<file path="src/hw/rtl/cmwe_ram.sv">
// ----------------------------------------------------------------------------
// cmwe_ram
// Generic single-write, single-read RAM with a registered read port.
// ----------------------------------------------------------------------------
module cmwe_ram #(
  parameter int WIDTH = 8,
  parameter int DEPTH = 16,
  parameter int AW    = (DEPTH > 1) ? $clog2(DEPTH) : 1
) (
  input  logic             clk,
  input  logic             we,
  input  logic [AW-1:0]    waddr,
  input  logic [WIDTH-1:0] wdata,
  input  logic [AW-1:0]    raddr,
  output logic [WIDTH-1:0] rdata
);

  logic [WIDTH-1:0] mem [DEPTH];

  always_ff @(posedge clk) begin
    if (we) begin
      mem[waddr] <= wdata;
    end
    rdata <= mem[raddr];
  end

endmodule

</file>
<file path="config.mk">
export PLATFORM = sky130hd
export DESIGN_NAME = cmwe_ram
export DESIGN_NICKNAME = d
export VERILOG_FILES = /design/src/hw/rtl/cmwe_ram.sv
export SDC_FILE = /design/constraint.sdc
export NUM_CORES = 1
export LEC_CHECK = 0
export BUFFER_PORTS_ARGS = -buffer_cell sky130_fd_sc_hd__buf_2
export CAP_MARGIN = 20
export CORE_MARGIN = 3
export CORE_UTILIZATION = 65
export CTS_CLUSTER_SIZE = 24
export DETAILED_ROUTE_END_ITERATION = 12
export PLACE_DENSITY_LB_ADDON = 0.08
export SYNTH_ARGS = -nofsm -noshare
export SYNTH_HDL_FRONTEND = slang
export SYNTH_SLANG_ARGS = --single-unit
</file>
<file path="constraint.sdc">
create_clock -name clk -period 3.9 [get_ports clk]
set_clock_uncertainty 0.1 [all_clocks]
set_input_delay 0.195 -clock clk [delete_from_list [all_inputs] [get_ports clk]]
set_output_delay 0.195 -clock clk [all_outputs]
set_load 0.03 [all_outputs]
</file>
# --- After elaboration in Yosys (flattened, before gate mapping) ---
# Memory sizes are Yosys's and may differ from the RTL's. A register that Yosys moved wholly into a read port is not among the register bits.
# Index checks and enable logic that the tools add are counted.
classes:
  mux: 2
ops:
  columns: ["operator", "n"]
  rows:
  - ["1-bit 2-to-1 mux", 2]
totals:
  reg_bits: 0
  ramBits: 128
  input_bits: 18
  elab_cells: 3
  n_memories: 1
mem_list:
  columns: ["name", "depth", "word_bits", "rd", "rd_clocked_by_memory_dff", "write_ports", "line_no", "text"]
  rows:
  - ["mem", 16, 8, 1, 1, 1, "18", "logic [WIDTH-1:0] mem [DEPTH];"]

# --- Longest topological paths before layout ---
logic_depth:
  ltp_word: 2
  mapped_depth: 5
  mapped_depth_nobuf: 3

# --- Worst setup path after synthesis ---
# OpenSTA, ideal clock, no wires.
synth_timing:
  kind: "input -> register"
  from: "input waddr[2]"
  to: "memory mem[0][0], enable pin"
  arrival_ns: 1.305
  setup_slack_ns: 2.112
  stages: 2
  path_cell_list: "or3b_2 > nor3_1"
synth_lines:
  columns: ["element", "line_no", "text"]
  rows:
  - ["start: declaration", "12", "input logic [AW-1:0] waddr,"]
  - ["end: declaration", "18", null]
# Straight into the memory's write port.

==> results.py <==
metrics = {
    "status": {
        "outcome": "finished, final reports clean",
    },
    "grt": {
        "grt_pass1_wl_mm": 15.37,
        "gr-usage-met2_pct": 39.58,
        "grt_pass1_vias": 2590,
        "grt_busiest_layer": "met2",
        "use_met3_pct": 7.251,
        "grtUsageTotal_pct": 25.27,
        "antenna_found_initial": 0,
        "grt_use_met1_pct": 35.84,
        "grt-ovfl-total": 0,
        "grt_start_max_net_pins": 33,
    },
    "drt": {
        "drtAntennaViolNets": 0,
        "drt_iter0_drc": 233,
        "drt_wl_total_mm": 9.967,
        "drt-wirelength-per-cell_um": 25.75,
        "drt-vias-per-instance": 6.486,
        "remaining_drc_errors": 0,
        "num_vias": 2510,
        "dr.pass1.iters": 4,
    },
    "synthesis": {
        "synth-seq-cells": 136,
        "synthCells": 229,
        "synthTopCellsByArea": "edfxtp_1 (75%), mux4_2 (7.9%), mux4_1 (7.1%)",
        "synth_area_um2": 5147,
        "yosysTopAreaCellShare_pct": 74.67,
        "yosysWarnings": 0,
        "synth_cell_types": 19,
        "seq_area_frac_synth_pct": 77.78,
        "synth_largest_area_cell": "edfxtp_1",
        "syn_avg_cell_area_um2": 22.48,
        "syn_nets": 247,
    },
    "placement": {
        "hpwl_mm": 5.612,
        "pre_cts_slack_ps": 1560,
        "placed_cells": 347,
        "globalplace.congestion": 0.7283,
        "portBuffers": 25,
    },
    "floorplan": {
        "initial_utilization_pct": 69.12,
        "placementRows": 31,
        "pin_count": 26,
        "core_area_um2": 7447,
        "fp.dieH_um": 94.99,
        "die_area_um2": 9023,
        "die-width_um": 94.99,
    },
    "clock_network": {
        "clock_sinks": 136,
        "cts_hold_buf": 8,
        "clockBufferDepth": 2,
        "clk_latency_ps": 500,
        "clk_pin_slew_ps": 60,
        "root_buffer": "clkbuf_8",
        "h-tree-depth": 4,
        "cts_tree": "built",
        "cts_buffers": 17,
        "postCtsSetupBuffers": 0,
        "post_cts_resized": 0,
    },
    "sta": {
        "setup-tns-final_ps": 0,
        "hold_viol_final": 0,
        "max_freq_mhz": 560.6,
        "holdWs_ps": 80.01,
        "fin_ws_ps": 2116,
        "slew_viol_final": 0,
        "worstMarginPinSlew_ps": 1043,
        "finalCritPeriodShare_pct": 45.74,
        "fin_crit_ps": 1784,
        "grt_setup_unrepaired": "false",
        "slew-limit-headroom_pct": 30.46,
        "setup_viol": 0,
    },
    "power_and_ir_drop": {
        "swShare_pct": 21.71,
        "internal-power_mw": 2.552,
        "seqPwrFrac_pct": 50.5,
        "p_clk_share_pct": 44.4,
        "irDropWorstVdd_mv": 0.4060,
        "p_per_area_nw_per_um2": 546.4,
        "p_comb_share_pct": 5.1,
        "switchingPower_mw": 0.7078,
        "p_leak_nw": 1.997,
    },
    "setup_path": {
        "worstPathRequired_ps": 4180,
        "arrival_ps": 2060,
        "path_class": "in -> reg",
        "cp-end-kind": "flip-flop",
        "cp_max_fo": 32,
        "start_kind": "input port",
    },
    "layout": {
        "layout-drive-gt1-share_pct": 26.74,
        "seq_area_um2": 4004,
        "multi_input_area_um2": 1057,
        "fillers": 385,
        "syn_to_final_growth_pct": 15.90,
        "final_cells": 387,
        "antenna_cells": 0,
        "final_cell_mix": "edfxtp_1 (128), buf_2 (25), mux4_2 (18), a22oi_1 (16), clkbuf_16 (16)",
        "postLayoutCoreUtil_pct": 80.11,
        "nets": 293,
        "layout_commonest_cell": "edfxtp_1",
    },
    "flow_run": {
        "drv_cap": 0,
    },
    "hold_path": {
        "hold_class": "in -> reg",
    },
}
[synthesized netlist by cell type]
cell type,n
edfxtp_1,128
buf_6,3
nor2b_1,1
nand3b_1,2
nand2_1,9
a22oi_1,16
dfxtp_1,8
nand2b_1,2
mux4_2,18
buf_2,3
nand3_1,1
and2b_1,1
clkdlybuf4s25_2,3
nor2_1,13
nor3_1,4
or3b_2,1
and2_1,1
mux4_1,14
buf_4,1
[final timing paths]
| kind | startpoint | slack, ps | cells after the start | end |
|---|---|---|---|---|
| max | raddr[0] | 2120 | 4 | rdata[2]$_DFF_P_ |
| min | waddr[0] | 80 | 2 | mem[0][3]$_DFFE_PP_ |
| max reg2reg | mem[15][2]$_DFFE_PP_ | 2380 | 3 | rdata[2]$_DFF_P_ |
| min reg2reg | mem[8][4]$_DFFE_PP_ | 580 | 3 | rdata[4]$_DFF_P_ |
[metal layers]
| metal | wire, um | vias up |
|---|---|---|
| li1 | - | 1071 |
| met1 | 3928 | 1283 |
| met2 | 5113 | 141 |
| met3 | 773 | 15 |
| met4 | 152 | 0 |
| met5 | 0 | - |
[power by group through the flow]
| stage | logic [mW] | registers [mW] | clock network [mW] |
|---|---|---|---|
| 2_1_floorplan | 0.0829 | 1.69 | 0 |
| 4_1_cts | 0.168 | 1.65 | 1.46 |
| 6_report | 0.166 | 1.65 | 1.45 |
| 3_3_place_gp | 0.156 | 1.67 | 0 |
| 3_5_place_dp | 0.159 | 1.67 | 0 |
| 5_1_grt | 0.179 | 1.65 | 1.52 |
[worst max-delay path, stage by stage]
cell     delay (ps)
buf_2           770
mux4_1          650
a22oi_1         330
nand2_1          90
[sequential cells by signal, indices dropped and copies added, names as in the netlist]
signal  cells
mem       128
rdata       8
[final cells by class]
cell class / count / share of cell area (%)
timing repair buffer: 37 / 3.943
sequential: 136 / 67.11
multi-input combinational: 83 / 17.72
clock inverter: 12 / 2.013
tap: 99 / 2.076
clock buffer: 20 / 7.131
[metrics by stage]
| stage | power [mW] | instance area (um2) |
|---|---|---|
| after CTS | 3.271 | 5966 |
| after global routing | 3.349 | 5966 |
| after floorplan | 1.774 | 5147 |
| after detailed placement | 1.834 | 5340 |
| final | 3.259 | 5966 |
| after global placement | 1.829 | 5333 |
[logic make-up after synthesis]
kind of cell,Yosys count,share of synthesized area (%)
AND/OR/NAND/NOR,35,3.184
multiplexers,32,15.02
AO/OA/AOI/OAI,16,2.334
flip-flops,136,77.78
buffers and inverters,10,1.677
No activity file was read; power rests on OpenSTA's default activity.
