### src/hw/rtl/cmwe_pkg.sv
// ----------------------------------------------------------------------------
// cmwe_pkg
// Shared widths, codes and types of the column melt wipe engine.
// ----------------------------------------------------------------------------
package cmwe_pkg;

  // Field widths of the channels.
  localparam int MODE_W     = 2;
  localparam int COL_W      = 11;
  localparam int ROW_W      = 11;
  localparam int DELAY_W    = 7;
  localparam int TX_W       = 9;
  localparam int TY_W       = 8;
  localparam int CFG_IDX_W  = 1;
  localparam int CFG_DATA_W = 11;

  // Fall offsets are 13-bit signed and saturate at the positive maximum.
  localparam int OFF_W   = 13;
  localparam int OFF_MAX = 4095;

  // Width that holds any column index up to the largest column count.
  localparam int IDX_CMP_W = 13;

  // Parameter defaults.
  localparam int MAX_COLUMNS_DEF = 2048;
  localparam int MELT_STEP_DEF   = 8;
  localparam int TEX_WIDTH_DEF   = 320;
  localparam int TEX_HEIGHT_DEF  = 200;

  // Reset values of the configuration registers.
  localparam logic [CFG_DATA_W-1:0] SCREEN_WIDTH_RST  = 11'd320;
  localparam logic [CFG_DATA_W-1:0] SCREEN_HEIGHT_RST = 11'd200;

  // Item modes.
  localparam logic [MODE_W-1:0] MODE_LOAD  = 2'd0;
  localparam logic [MODE_W-1:0] MODE_TICK  = 2'd1;
  localparam logic [MODE_W-1:0] MODE_QUERY = 2'd2;

  // Configuration register indexes.
  localparam logic [CFG_IDX_W-1:0] REG_SCREEN_WIDTH  = 1'd0;
  localparam logic [CFG_IDX_W-1:0] REG_SCREEN_HEIGHT = 1'd1;

  // Status of the shared divider.
  typedef struct packed {
    logic busy;
    logic done;
  } div_stat_t;

endpackage

### src/hw/rtl/cmwe_div.sv
// ----------------------------------------------------------------------------
// cmwe_div
// Shared restoring divider: one quotient bit per cycle, unsigned operands.
// ----------------------------------------------------------------------------
module cmwe_div #(
  parameter int DIVIDEND_W = 20,
  parameter int DIVISOR_W  = 11
) (
  input  logic                    clk,
  input  logic                    rst_n,
  input  logic                    start,
  input  logic [DIVIDEND_W-1:0]   dividend,
  input  logic [DIVISOR_W-1:0]    divisor,
  output logic [DIVIDEND_W-1:0]   quotient,
  output cmwe_pkg::div_stat_t     stat
);
  import cmwe_pkg::*;

  localparam int CNT_W = $clog2(DIVIDEND_W);

  logic                  busy_r, busy_nxt;
  logic                  done_r, done_nxt;
  logic [CNT_W-1:0]      cnt_r, cnt_nxt;
  logic [DIVIDEND_W-1:0] quo_r, quo_nxt;
  logic [DIVISOR_W-1:0]  rem_r, rem_nxt;
  logic [DIVISOR_W-1:0]  dsr_r, dsr_nxt;
  logic [DIVISOR_W:0]    rem_sh;
  logic                  ge;

  always_comb begin
    rem_sh   = {rem_r, quo_r[DIVIDEND_W-1]};
    ge       = rem_sh >= {1'b0, dsr_r};
    busy_nxt = busy_r;
    done_nxt = 1'b0;
    cnt_nxt  = cnt_r;
    quo_nxt  = quo_r;
    rem_nxt  = rem_r;
    dsr_nxt  = dsr_r;
    if (start) begin
      busy_nxt = 1'b1;
      cnt_nxt  = '0;
      quo_nxt  = dividend;
      rem_nxt  = '0;
      dsr_nxt  = divisor;
    end else if (busy_r) begin
      // The partial remainder stays below the divisor, so it fits its width.
      rem_nxt = ge ? DIVISOR_W'(rem_sh - {1'b0, dsr_r}) : rem_sh[DIVISOR_W-1:0];
      quo_nxt = {quo_r[DIVIDEND_W-2:0], ge};
      cnt_nxt = cnt_r + 1'b1;
      if (cnt_r == CNT_W'(DIVIDEND_W - 1)) begin
        busy_nxt = 1'b0;
        done_nxt = 1'b1;
      end
    end
  end

  always_ff @(posedge clk) begin
    if (!rst_n) begin
      busy_r <= 1'b0;
      done_r <= 1'b0;
      cnt_r  <= '0;
    end else begin
      busy_r <= busy_nxt;
      done_r <= done_nxt;
      cnt_r  <= cnt_nxt;
    end
  end

  always_ff @(posedge clk) begin
    quo_r <= quo_nxt;
    rem_r <= rem_nxt;
    dsr_r <= dsr_nxt;
  end

  assign quotient  = quo_r;
  assign stat.busy = busy_r;
  assign stat.done = done_r;

endmodule

### config.mk
export PLATFORM = sky130hd
export DESIGN_NAME = cmwe_div
export DESIGN_NICKNAME = d
export VERILOG_FILES = /design/src/hw/rtl/cmwe_pkg.sv /design/src/hw/rtl/cmwe_div.sv
export SDC_FILE = /design/constraint.sdc
export NUM_CORES = 1
export LEC_CHECK = 0
export BUFFER_PORTS_ARGS = -buffer_cell sky130_fd_sc_hd__buf_2
export CAP_MARGIN = 20
export CELL_PAD_IN_SITES_DETAIL_PLACEMENT = 0
export CELL_PAD_IN_SITES_GLOBAL_PLACEMENT = 1
export CORE_ASPECT_RATIO = 0.5
export CORE_MARGIN = 5
export CORE_UTILIZATION = 43
export DETAILED_ROUTE_END_ITERATION = 8
export PLACE_DENSITY_LB_ADDON = 0.12
export RECOVER_POWER = 50
export SLEW_MARGIN = 0
export SYNTH_ARGS = -nofsm -noshare
export SYNTH_HDL_FRONTEND = slang
export SYNTH_SLANG_ARGS = --single-unit
### constraint.sdc
create_clock -name clk -period 2.7 [get_ports clk]
set_clock_uncertainty 0.05 [all_clocks]
set_input_delay 0 -clock clk [delete_from_list [all_inputs] [get_ports clk]]
set_output_delay 0 -clock clk [all_outputs]
set_load 0.1 [all_outputs]
---- Yosys cells after proc, flatten, opt, wreduce, memory -nomap -nowiden ----
Cells that the tools add are included.
cells by class
  add/subtract/negate cells ............... 2
  magnitude comparators ................... 1
  eq/ne operators ......................... 1
  mux-type cells .......................... 7
  bitwise logic cells ..................... 2
  reduce and logical (&&, ||, !) cells .... 3
operators by type and width
  operator                                                        number
  20-bit two-way mux                                              2
  12-bit by 11-bit >= comparator with 1-bit output                1
  11-bit two-way mux                                              1
  11-bit subtractor                                               1
  5-bit by 1-bit adder with 5-bit output (second input constant)  1
  5-bit == test (second input constant)                           1
  1-bit two-way mux                                               4
  3-bit OR reduction                                              1
  1-bit NOT                                                       2
  2-bit nonzero test                                              1
  2-bit OR reduction                                              1
storage, ports and cells
  bits in registers ....................... 49
  input bits .............................. 34
  output and inout bits ................... 22
  logic and storage cells ................. 22

---- Depth between registers and ports, before layout ----
  depth in word-level cells ............... 4
  depth in mapped cells ................... 10
  mapped depth without buffers ............ 9

---- Least setup slack after synthesis ----
No wires, ideal clock.
  path type ............................... register -> register
  start point ............................. reg quo_r[19] (netlist: quotient[19])
  end point ............................... reg rem_r[8]
  setup time .............................. 0.139 ns
  data arrival time ....................... 2.781 ns
  data required time ...................... 2.511 ns
  setup slack ............................. -0.270 ns
  cell stages (with the launch flop) ...... 11
  path buffers ............................ 1
  clock period less this slack ............ 2.970 ns
  cell sequence ........................... edfxtp_1 -> inv_1 -> ha_1 -> fa_1 -> nor2b_1 -> o31a_1 -> o21ai_2 -> o21ai_4 -> buf_6 -> mux2i_1 -> a211oi_2
on the way
  cells in the longest elaborated chain, start to end .. 2
  elaborated cells between the ends (all ways) .. 3
  classes of those cells .................. add/sub (1); order compare (1); mux (1)
RTL lines
  element                                                                                RTL line                        text
  from (decl)                                                                            cmwe_div.sv:24                  logic [DIVIDEND_W-1:0] quo_r, quo_nxt;
  from (signal assigned)                                                                 cmwe_div.sv:70                  quo_r <= quo_nxt;
  11-bit subtractor or 12-bit by 11-bit >= comparator with 1-bit output (tied branches)  cmwe_div.sv:47, cmwe_div.sv:32
  11-bit two-way mux *                                                                   cmwe_div.sv:47                  rem_nxt = ge ? DIVISOR_W'(rem_sh - {1'b0, dsr_r}) : rem_sh[DIVISOR_W-1:0];
  to (signal assigned)                                                                   cmwe_div.sv:71                  rem_r <= rem_nxt;
  to (decl)                                                                              cmwe_div.sv:25                  logic [DIVISOR_W-1:0] rem_r, rem_nxt;
Every way passes the cells marked *; elsewhere a longest branch is shown, timed or not.
A chain may end at the register's enable or synchronous reset.

---- Worst setup path after layout ----
Same ends and word-level chain as after synthesis.

==> metrics.yaml <==
grt_pass1_wl_um: 9210
slew_viol_final: 0
io_pins: 56
die_w_um: 120
path_class: "reg2reg"
grt.total_usage: 0.148
cts.clk_slew.worst_paths_ns: 0.07
syn_inst: 221
yosys_register_bits: 49
cp_common_cell: "o21ai_4"
critPathMaxStageDelay_ns: 0.43
nets: 354
ys_seq_area_frac: 0.500
synth-edff-count: 31
p_int_uw: 1460
grt_max_degree: 43
n_antenna_cell: 0
clock_latency_ns: 0.29
htreeDepth: 2
drive_gt1_frac: 0.276
rsz0062_at_grt: "false"
area.growth.synth_to_final_pct: 31.0
final_cells: 381
cts_resized: 0
ys_types: 47
clockPowerShare: 0.287
antenna_found_initial: 0
core_area_um2: 5660
arrival_ns: 2.53
slew_headroom: 0.160
end_kind: "register"
status: "complete, no violations"
cellLeakagePower_uw: 0.00137
cts_setup_buffers: 0
hold_path.class: "in2reg"
setup_violations: 0
syn_area_um2: 2580
avgSynthCellArea_um2: 11.7
drc: 0
wl_per_cell_um: 14.2
p_seq_frac: 0.399
grt_pass1_vias: 1927
multi_input_area_um2: 1200
vias_per_cell: 5.01
clockRootBuffer: "clkbuf_16"
clockBufferDepth: 2
finalCoreUtilization: 0.598
rows: 19
place_ws_ns: 0.235
critical_path_peak_fanout: 15
report.power.total_uw: 2280
cts_tree: "yes"
swShare: 0.360
synth_area_leaders: "edfxtp_1 36%, dfxtp_1 14%, mux2_2 8.7%"
postRouteWirelength_um: 5410
synthDominantCellAreaShare: 0.360
port_buffers: 55
drt_iter0_markers: 63
grt_overflow: 0
synth_commonest_cells: "31 x edfxtp_1, 21 x nor2_1, 20 x mux2_2, 18 x dfxtp_1, 15 x inv_1"
ys.warnings.count: 0
yosysMostFrequentCell: "edfxtp_1"
p_switching_uw: 822
nFillCells: 494
crit_path_start_kind: "register"
fmax_mhz: 407
place.detailed.hpwl_um: 3630
vias: 1910
numClockSinks: 49
fp.dieH_um: 64.8
die-area_um2: 7760
numCtsBuffers: 5
start_util: 0.457
drtPass1Iterations: 4
critPathTopFamily: "compound AO/OA/AOI/OAI gates"
cp.required_ns: 2.77
worst_pin_slew_ns: 1.26
syn_nets: 268
placedCellCount: 341
timing.final.crit_share: 0.910
peakVddDrop_uv: 436
synthArstFlopShare: 0
crit_chain: "inv_1 > ha_2 > fa_2 > nor2b_1 > o31a_1 > o21ai_4 > o21ai_4 > mux2i_1 > a211oi_2"
seqCellArea_um2: 1290
path_buf_inv: 1
synth_top_area_cell: "edfxtp_1"
antenna_left: 0
fin_crit_ns: 2.46
fin_ws_ns: 0.243
drv_cap: 0
synthFlopType: "edfxtp_1"
power_density_nw_per_um2: 675
cp_slowest_cell: "o21ai_4"
gp_congestion: 0.760
hold_violations: 0
combPwrFrac: 0.315
[tightest hold or removal path, stage by stage]
cell	delay (ns)
clkbuf_1	0.10
inv_1	0.10
nand4b_1	0.10
o311ai_1	0.08
[power groups by stage]
stage	registers, uW	logic [uW]	clock network, uW
after floorplan	1160	334	0
after global placement	924	684	0
after detailed placement	925	688	0
after CTS	910	726	672
after global routing	920	772	704
final	911	718	655
[worst paths after layout]
kind	startpoint	to	slack (ns)	cells past startpoint
min	start	rem_r[1]	0.09	4
min reg2reg	cnt_r[4]	done_r	0.45	2
max reg2reg	quotient[19]	rem_r[8]	0.24	9
max	quotient[19]	rem_r[8]	0.24	9
[cell families after synthesis]
kind of cell | share of synthesized area
flops | 0.500
simple gates | 0.121
mux | 0.114
fa+ha+maj | 0.0658
compound gates | 0.126
buf+inv | 0.0426
xor+xnor | 0.0305
[registers in the layout, indices dropped and copies added, names as in the netlist]
name / cells
cnt_r: 5
rem_r: 11
dsr_r: 11
done_r: 1
quotient: 20
busy_r: 1
[placed cells by master, fill, tap and decap left out, types with 3 or more instances in the layout]
cell type	synthesis	routed
a21oi_1	7	7
clkbuf_1	3	9
nand3_1	4	4
inv_1	15	15
o21ai_0	6	6
edfxtp_1	31	31
nand2b_1	4	4
mux2i_1	7	7
buf_2	1	47
ha_1	12	11
o211ai_1	4	4
xnor2_1	6	6
clkbuf_16	0	5
nand4_1	3	3
xor2_1	3	3
nor2_1	21	21
dfxtp_1	18	18
a211oi_1	6	6
nand2_1	10	10
mux2_2	20	19
nor2b_1	3	3
dlygate4sd3_1	0	32
[through the flow]
step           setup TNS (ns)  cell area, um2  hold WS [ns]
3_3_place_gp                0            2930         0.126
6_report                    0            3390        0.0864
3_5_place_dp                0            2930         0.128
4_1_cts                     0            3400        0.0632
5_1_grt                     0            3390         0.127
2_1_floorplan           -1.31            2600        0.0489
[per-layer routing]
metal  global-route usage  part of all wire  wire, um  vias up
met4               0.0442            0.0085        46        0
met2                0.238              0.46      2470       43
met1                0.186              0.47      2520      875
met5                    0                 0         0        -
li1                     -                 -         -      986
met3               0.0599             0.070       377        6
[area by class of cell]
cell class                      count  area share
Clock inverter                      3     0.00850
Timing Repair Buffer               89       0.176
Sequential cell                    49       0.381
Tap cell                           73      0.0270
Inverter                           15      0.0166
Multi-Input combinational cell    147       0.353
Clock buffer                        5      0.0370
[repair_timing]
action	in CTS	in global routing
setup endpoints to repair	0	1
hold buffers	32	0
hold endpoints to repair	32	0
Power figures use the tool's default switching activity.
